[config.mk]
export PLATFORM = sky130hd
export DESIGN_NAME = modbus_reply_frame_checker_unit
export DESIGN_NICKNAME = d
export VERILOG_FILES = /design/src/rtl/core/mrfc_pkg.sv /design/src/rtl/core/modbus_reply_frame_checker_unit.sv
export SDC_FILE = /design/constraint.sdc
export NUM_CORES = 1
export LEC_CHECK = 0
export ABC_AREA = 1
export BUFFER_PORTS_ARGS = -buffer_cell sky130_fd_sc_hd__buf_4
export CAP_MARGIN = 20
export CORE_AREA = 5 5 86 88
export DETAILED_ROUTE_END_ITERATION = 12
export DIE_AREA = 0 0 91 93
export PLACE_DENSITY = 0.91
export SETUP_SLACK_MARGIN = 0.1
export SLEW_MARGIN = 20
export SYNTH_ARGS = -nofsm -noshare
export SYNTH_HDL_FRONTEND = slang
export SYNTH_SLANG_ARGS = --single-unit
export TNS_END_PERCENT = 20
[constraint.sdc]
create_clock -name i_clk -period 3.9 [get_ports i_clk]
set_clock_uncertainty 0.1 [all_clocks]
set_input_delay 0.975 -clock i_clk [delete_from_list [all_inputs] [get_ports i_clk]]
set_output_delay 0.975 -clock i_clk [all_outputs]
set_load 0.1 [all_outputs]
[src/rtl/core/mrfc_pkg.sv]
`default_nettype none

package mrfc_pkg;

    localparam int unsigned FRAME_LEN = 7;
    localparam int unsigned CRC_SPAN  = 5;
    localparam int unsigned COUNT_CAP = 8;

    localparam logic [15:0] CRC_INIT = 16'hFFFF;
    localparam logic [15:0] CRC_POLY = 16'hA001;

    // positions of the stored bytes within the frame
    localparam logic [3:0] POS_VALUE_HIGH = 4'd3;
    localparam logic [3:0] POS_VALUE_LOW  = 4'd4;
    localparam logic [3:0] POS_CRC_LOW    = 4'd5;
    localparam logic [3:0] POS_CRC_HIGH   = 4'd6;

    localparam int unsigned OUT_TDATA_W = 24;

    typedef enum logic [1:0] {
        ST_OK    = 2'd0,
        ST_LONG  = 2'd1,
        ST_SHORT = 2'd2,
        ST_CRC   = 2'd3
    } t_status;

    typedef enum logic {
        CMD_BYTE  = 1'b0,
        CMD_CLOSE = 1'b1
    } t_cmd;

    // one byte of reflected crc-16, bit steps unrolled
    function automatic logic [15:0] crc_update(input logic [15:0] crc, input logic [7:0] b);
        logic [15:0] c;
        c = crc ^ {8'h00, b};
        for (int k = 0; k < 8; k++) begin
            if (c[0]) begin
                c = (c >> 1) ^ CRC_POLY;
            end else begin
                c = c >> 1;
            end
        end
        return c;
    endfunction

endpackage

`default_nettype wire

[src/rtl/core/modbus_reply_frame_checker_unit.sv]
`default_nettype none
// checks a seven-byte modbus register-read reply frame
// slave stream: each beat carries one received byte in tdata[7:0]; tuser[0] set
//   marks the close of the receive window (tdata then ignored)
// master stream: one beat per close, tdata[15:0] register value, tdata[17:16]
//   status (0 ok, 1 too long, 2 too short, 3 crc mismatch), tdata[23:18] zero
// the running crc-16/modbus covers frame bytes zero to four and is compared
//   against bytes five (low) and six (high); value is zero unless status is ok
// a close beat passes through the input register, then the result register,
//   before it shows up on the master side
// throughput: one beat per cycle on the slave side while no close beat waits;
//   the crc byte update is an unrolled xor network between the input and state registers
// a stalled master holds its beat; the input register still drains byte beats
//   and only a close beat waits for the result register to free up
// reset clears the frame state and the valid bits of the input and result registers;
//   after every close the frame state returns to its reset values
module modbus_reply_frame_checker_unit (
    input  wire logic        i_clk,
    input  wire logic        i_rst_n,
    input  wire logic        i_s_axis_tvalid,
    output logic             o_s_axis_tready,
    input  wire logic [7:0]  i_s_axis_tdata,   // [7:0] rx_byte
    input  wire logic        i_s_axis_tuser,   // [0] cmd
    output logic             o_m_axis_tvalid,
    input  wire logic        i_m_axis_tready,
    output logic [mrfc_pkg::OUT_TDATA_W-1:0] o_m_axis_tdata // [15:0] reg_value, [17:16] status
);

    logic        r_in_valid;
    logic        r_in_cmd;
    logic [7:0]  r_in_byte;

    logic [15:0] r_crc,       n_crc;
    logic [3:0]  r_count,     n_count;
    logic [7:0]  r_val_hi,    n_val_hi;
    logic [7:0]  r_val_lo,    n_val_lo;
    logic [7:0]  r_crc_lo,    n_crc_lo;
    logic [7:0]  r_crc_hi,    n_crc_hi;

    logic        r_out_valid;
    logic [15:0] r_out_value, n_out_value;
    logic [1:0]  r_out_status;
    mrfc_pkg::t_status n_status;

    logic out_free;
    logic advance;
    logic in_take;
    logic close_now;

    assign out_free  = !r_out_valid || i_m_axis_tready;
    assign advance   = r_in_valid && ((r_in_cmd == mrfc_pkg::CMD_BYTE) || out_free);
    assign o_s_axis_tready = !r_in_valid || advance;
    assign in_take   = i_s_axis_tvalid && o_s_axis_tready;
    assign close_now = advance && (r_in_cmd == mrfc_pkg::CMD_CLOSE);

    always_ff @(posedge i_clk) begin
        if (!i_rst_n) begin
            r_in_valid <= 1'b0;
        end else if (in_take) begin
            r_in_valid <= 1'b1;
        end else if (advance) begin
            r_in_valid <= 1'b0;
        end
    end

    always_ff @(posedge i_clk) begin
        if (in_take) begin
            r_in_cmd  <= i_s_axis_tuser;
            r_in_byte <= i_s_axis_tdata;
        end
    end

    always_comb begin
        logic [15:0] rx_crc;
        n_crc    = r_crc;
        n_count  = r_count;
        n_val_hi = r_val_hi;
        n_val_lo = r_val_lo;
        n_crc_lo = r_crc_lo;
        n_crc_hi = r_crc_hi;
        n_status = mrfc_pkg::ST_OK;
        n_out_value = 16'h0000;
        rx_crc = {r_crc_hi, r_crc_lo};

        priority if (r_count > 4'(mrfc_pkg::FRAME_LEN)) begin
            n_status = mrfc_pkg::ST_LONG;
        end else if (r_count < 4'(mrfc_pkg::FRAME_LEN)) begin
            n_status = mrfc_pkg::ST_SHORT;
        end else if (rx_crc != r_crc) begin
            n_status = mrfc_pkg::ST_CRC;
        end else begin
            n_status = mrfc_pkg::ST_OK;
            n_out_value = {r_val_hi, r_val_lo};
        end

        if (advance) begin
            if (r_in_cmd == mrfc_pkg::CMD_CLOSE) begin
                n_crc    = mrfc_pkg::CRC_INIT;
                n_count  = 4'd0;
                n_val_hi = 8'h00;
                n_val_lo = 8'h00;
                n_crc_lo = 8'h00;
                n_crc_hi = 8'h00;
            end else begin
                if (r_count < 4'(mrfc_pkg::CRC_SPAN)) begin
                    n_crc = mrfc_pkg::crc_update(r_crc, r_in_byte);
                end
                if (r_count == mrfc_pkg::POS_VALUE_HIGH) begin
                    n_val_hi = r_in_byte;
                end
                if (r_count == mrfc_pkg::POS_VALUE_LOW) begin
                    n_val_lo = r_in_byte;
                end
                if (r_count == mrfc_pkg::POS_CRC_LOW) begin
                    n_crc_lo = r_in_byte;
                end
                if (r_count == mrfc_pkg::POS_CRC_HIGH) begin
                    n_crc_hi = r_in_byte;
                end
                // saturate so extra bytes only mark the frame as too long
                if (r_count < 4'(mrfc_pkg::COUNT_CAP)) begin
                    n_count = r_count + 4'd1;
                end
            end
        end
    end

    always_ff @(posedge i_clk) begin
        if (!i_rst_n) begin
            r_crc    <= mrfc_pkg::CRC_INIT;
            r_count  <= 4'd0;
            r_val_hi <= 8'h00;
            r_val_lo <= 8'h00;
            r_crc_lo <= 8'h00;
            r_crc_hi <= 8'h00;
        end else begin
            r_crc    <= n_crc;
            r_count  <= n_count;
            r_val_hi <= n_val_hi;
            r_val_lo <= n_val_lo;
            r_crc_lo <= n_crc_lo;
            r_crc_hi <= n_crc_hi;
        end
    end

    always_ff @(posedge i_clk) begin
        if (!i_rst_n) begin
            r_out_valid <= 1'b0;
        end else if (close_now) begin
            r_out_valid <= 1'b1;
        end else if (i_m_axis_tready) begin
            r_out_valid <= 1'b0;
        end
    end

    always_ff @(posedge i_clk) begin
        if (close_now) begin
            r_out_value  <= n_out_value;
            r_out_status <= n_status;
        end
    end

    assign o_m_axis_tvalid = r_out_valid;
    assign o_m_axis_tdata  = {6'b000000, r_out_status, r_out_value};

endmodule

`default_nettype wire

* After elaboration in Yosys (flattened, before gate mapping) *
Cells that the tools add are included.
Widths: inputs -> output; s select.

operators by class
  equal/unequal tests = 5
  add/subtract/negate cells = 1
  magnitude comparators = 4
  reductions and logical operators = 23
  bitwise gates (word level) = 10
  multiplexer cells = 47

operators by type and width
  cell                 number
  $mux 16              31
  $mux 8               8
  $not 2->3            8
  $ne 16x16->1         1
  $reduce_bool 2->1    8
  $xor 16x8->16        1
  $eq 4x3->1 const B   3
  $reduce_and 2->1     6
  $lt 4x3->1 const B   2
  $mux 4               2
  $add 4x1->4 const B  1
  $eq 4x2->1 const B   1
  $gt 4x3->1 const B   1
  $lt 4x4->1 const B   1
  $mux 1               4
  $mux 2               2
  $logic_and 1x1->1    3
  $logic_or 1x1->1     3
  $reduce_or 3->1      1
  $logic_not 1->1      2
  $not 1->1            1

storage, ports and cells
  logic and storage cells = 102
  bits in registers = 81
  output and inout bits = 26
  input port bits = 13

* Logic depth before layout (Yosys ltp) *
  depth after elaboration = 40
  gate-level depth with buffers = 18
  depth with buffers taken out = 18

* Worst setup path before layout *
Ideal clock, no wire load.

  path type = register -> output
  start = reg r_out_valid, in the netlist o_m_axis_tvalid
  end = out o_s_axis_tready
  path buffers = 0
  required time = 2,825 ps
  slack = 864 ps
  cell stages (with the launch flop) = 4
  data arrival time = 1,961 ps
  cells stage by stage = dfxtp_1 inv_1 nor2_1 nand3_1

on the way
  longest elaborated chain between the ends = 5

ends and longest elaborated chain
  what                    line                                    source
  from (decl)             modbus_reply_frame_checker_unit.sv:40   logic r_out_valid;
  from (signal assigned)  modbus_reply_frame_checker_unit.sv:148  r_out_valid <= 1'b0;
  from (signal assigned)  modbus_reply_frame_checker_unit.sv:150  r_out_valid <= 1'b1;
  from (signal assigned)  modbus_reply_frame_checker_unit.sv:152  r_out_valid <= 1'b0;
  $logic_not 1->1         modbus_reply_frame_checker_unit.sv:50   assign out_free = !r_out_valid || i_m_axis_tready;
  $logic_or 1x1->1        modbus_reply_frame_checker_unit.sv:50
  $logic_or 1x1->1        modbus_reply_frame_checker_unit.sv:51   assign advance = r_in_valid && ((r_in_cmd == mrfc_pkg::CMD_BYTE) || out_free);
  $logic_and 1x1->1       modbus_reply_frame_checker_unit.sv:51
  $logic_or 1x1->1        modbus_reply_frame_checker_unit.sv:52   assign o_s_axis_tready = !r_in_valid || advance;
  to (decl)               modbus_reply_frame_checker_unit.sv:21   output logic o_s_axis_tready,

Every way passes these cells.

* Worst setup path in the final report *
  start = in i_m_axis_tready
  end = out o_s_axis_tready

on the way
  longest elaborated chain between the ends = 4

ends and longest elaborated chain
  what               line                                   source
  from (decl)        modbus_reply_frame_checker_unit.sv:25  input wire logic i_m_axis_tready,
  $logic_or 1x1->1   modbus_reply_frame_checker_unit.sv:50
  $logic_or 1x1->1   modbus_reply_frame_checker_unit.sv:51
  $logic_and 1x1->1  modbus_reply_frame_checker_unit.sv:51
  $logic_or 1x1->1   modbus_reply_frame_checker_unit.sv:52

Every way passes these cells.

==> impl_metrics.tcl <==
set metrics [dict create \
    synth_edf_count 27 \
    power_density_mw_per_mm2 417 \
    clock.fmax_ghz 0.368 \
    postCtsSetupBuffers 0 \
    avgRoutedWirePerCell_um 13.8 \
    maxSlewHeadroom 0.477 \
    path_class "input port to output pin" \
    yosysWarnings 0 \
    whs_ns 0.368 \
    portBuffers 32 \
    dp.cells 558 \
    area_growth_pct 12.8 \
    netlist_area_sq_mm 0.00377 \
    fin_crit_sh 0.697 \
    first_pass_iters 7 \
    critPathMaxStageDelay_ns 0.28 \
    crit_arrival_ns 1.64 \
    power_mw 1.77 \
    outcome "finished, final reports clean" \
    htreeDepth 3 \
    crit_family "buffers and inverters" \
    hold_class "flip-flop to flip-flop" \
    synth-async-reset-ratio 0 \
    cap_violations 0 \
    cts.sinks 81 \
    place_congestion 0.822 \
    cp_common_cell "buf_4" \
    hold_viol_final 0 \
    ctsLongestPathBuffers 2 \
    design.core.area_sq_mm 0.00657 \
    initial_utilization 0.574 \
    cts_tree "done" \
    track_usage 0.196 \
    drt-initial-drc-count 265 \
    cts_resized 0 \
    worstPathRequired_ns 2.82 \
    hold_buffers 0 \
    layout-drive-gt1-share 0.166 \
    fp.dieArea_sq_mm 0.00846 \
    drt-total-wl_um 7920 \
    grt_max_degree 41 \
    path_clk_slew_ns 0.08 \
    critPathBufInv 2 \
    min_period_ns 2.72 \
    path_max_fanout 3 \
    synthFlopType "dfxtp_1" \
    setup_viol 0 \
    vias 3045 \
    vdd_drop_max_mv 0.243 \
    synth.distinct_cells 36 \
    detail-route-antenna-nets 0 \
    postSynthAreaPerCell_sq_um 8.28 \
    slowest_stage "buf_4" \
    grt_pass1_vias 3014 \
    synth.yosys.seq_area_share 0.502 \
    tns_ns 0 \
    rows 30 \
    synth_area_leaders "dfxtp_1, edfxtp_1, nand2_1" \
    dpl.hpwl_um 5660 \
    die_h_um 93 \
    worst-slew-pin-transition_ns 0.784 \
    layoutNonFillerInstCount 574 \
    drc_errors 0 \
    synth_top_area_cell "dfxtp_1" \
    top_level_ports 39 \
    grt_pass1_wl_um 13500 \
    cts_root_buf "clkbuf_8" \
    worstSkewPairLatency_ns 0.36 \
    antenna_found_initial 0 \
    postLayoutCellArea_sq_mm 0.00425 \
    num_antenna_cells 0 \
    die_x_um 91 \
    rsz0062_at_grt "false" \
    crit_path_end_kind "output pin" \
    numCtsBuffers 9 \
    ys_seq_elements 81 \
    synth_top_area_frac 0.287 \
    leakage_nw 1.72 \
    slew_violations 0 \
    viasPerCell 5.30 \
    nets 507 \
    cp-start-kind "input port" \
    place_area_sq_mm 0.00405 \
    cp_cell_sequence "buf_4 -> nor2_1 -> nand3_1 -> buf_4" \
    synth_cells 455 \
    grt-ovfl-total 0 \
]
==> cells in the final DEF, fill, tap and decap left out, types with 2 or more instances in the layout <==
cell and n:
a21oi_1 41, buf_4 33, clkbuf_8 10, clkinv_1 2
clkinvlp_4 2, conb_1 6, dfxtp_1 54, edfxtp_1 27
ha_1 5, inv_1 49, inv_2 7, nand2_1 126
nand2_2 7, nand2_4 7, nand3_1 12, nand3_2 7
nand4_1 6, nor2_1 36, nor3_1 2, nor4_1 3
o21ai_0 12, o21ai_1 2, o22ai_1 8, xnor2_1 2
xor2_1 15
==> worst register-to-register path, cell delays in order (launching register included) <==
cell	delay (ns)
edfxtp_1	0.64
nand2_1	0.16
nand2_1	0.11
inv_2	0.10
nand2_1	0.11
inv_1	0.62
nor2_1	0.15
o21ai_0	0.17
nor3b_1	0.20
==> path summary, 6_finish.rpt <==
check / depth (start not counted) / startpoint / end / slack (ns)
setup reg to reg: 8 / r_in_cmd$_DFFE_PP_ / r_count[2]$_SDFFE_PN0P_ / 1.48
hold reg to reg: 2 / r_val_lo[5]$_SDFFE_PN0P_ / r_val_lo[5]$_SDFFE_PN0P_ / 0.37
setup / recovery: 4 / i_m_axis_tready / o_s_axis_tready / 1.18
hold / removal: 2 / r_val_lo[5]$_SDFFE_PN0P_ / r_val_lo[5]$_SDFFE_PN0P_ / 0.37
==> registers in the layout (all words and copies together), names as in the netlist <==
signal / cells
r_crc_lo: 8
r_out_status: 2
r_val_lo: 8
r_count: 4
r_crc: 16
r_crc_hi: 8
r_in_byte: 8
r_in_cmd: 1
r_in_valid: 1
r_out_value: 16
o_m_axis_tvalid: 1
r_val_hi: 8
==> kinds of logic (layout without fill, tap and decap cells) <==
family / Yosys count / in the layout / synth area share
other: 1 / 6 / 0.000995
AOI/OAI and AO/OA: 66 / 66 / 0.0930
and+or+nand+nor: 210 / 210 / 0.256
buffers and inverters: 73 / 107 / 0.0817
adders and majority gates: 5 / 5 / 0.0166
xor gates and xnor gates: 19 / 19 / 0.0498
DFF: 81 / 81 / 0.502
==> synth_stat cells (all sizes together) (7+ instances only) <==
| master | count |
|---|---|
| dfxtp | 54 |
| a21oi | 42 |
| inv | 57 |
| nor2 | 37 |
| xor2 | 15 |
| nand4 | 7 |
| nand3 | 19 |
| edfxtp | 27 |
| o22ai | 8 |
| clkbuf | 7 |
| o21ai | 14 |
| buf | 8 |
| nand2 | 140 |
==> per-layer routing <==
| layer | vias to the layer above | track usage | share of wire | wire (um) |
|---|---|---|---|---|
| met4 | 0 | 0.127 | 0.037 | 296 |
| met2 | 140 | 0.320 | 0.48 | 3770 |
| met5 | - | 0 | 0 | 0 |
| li1 | 1514 | - | - | - |
| met3 | 31 | 0.0426 | 0.070 | 552 |
| met1 | 1360 | 0.232 | 0.42 | 3290 |
==> final cells by class <==
class | instances | area, sq um
fill | 516 | 2320
sequential | 81 | 1890
multi-input combinational | 306 | 1590
timing repair buffer | 33 | 248
inverter | 58 | 220
clock buffer | 10 | 138
tap | 80 | 100
clock inverter | 6 | 66.3
==> stage by stage <==
step | util | worst slack (ns)
after detailed placement | 0.616 | 1.05
after CTS | 0.647 | 1.18
after global routing | 0.647 | 1.12
after floorplan | - | 0.864
after global placement | 0.616 | 1.16
final | 0.647 | 1.18
==> report_power, final <==
part	total, mW	switching, mW	leakage, nW	internal [mW]
logic	0.238	0.172	0.927	0.0661
clock network	0.619	0.305	0.0965	0.314
registers	0.917	0.0231	0.695	0.894
(Power assumes the default switching activity.)
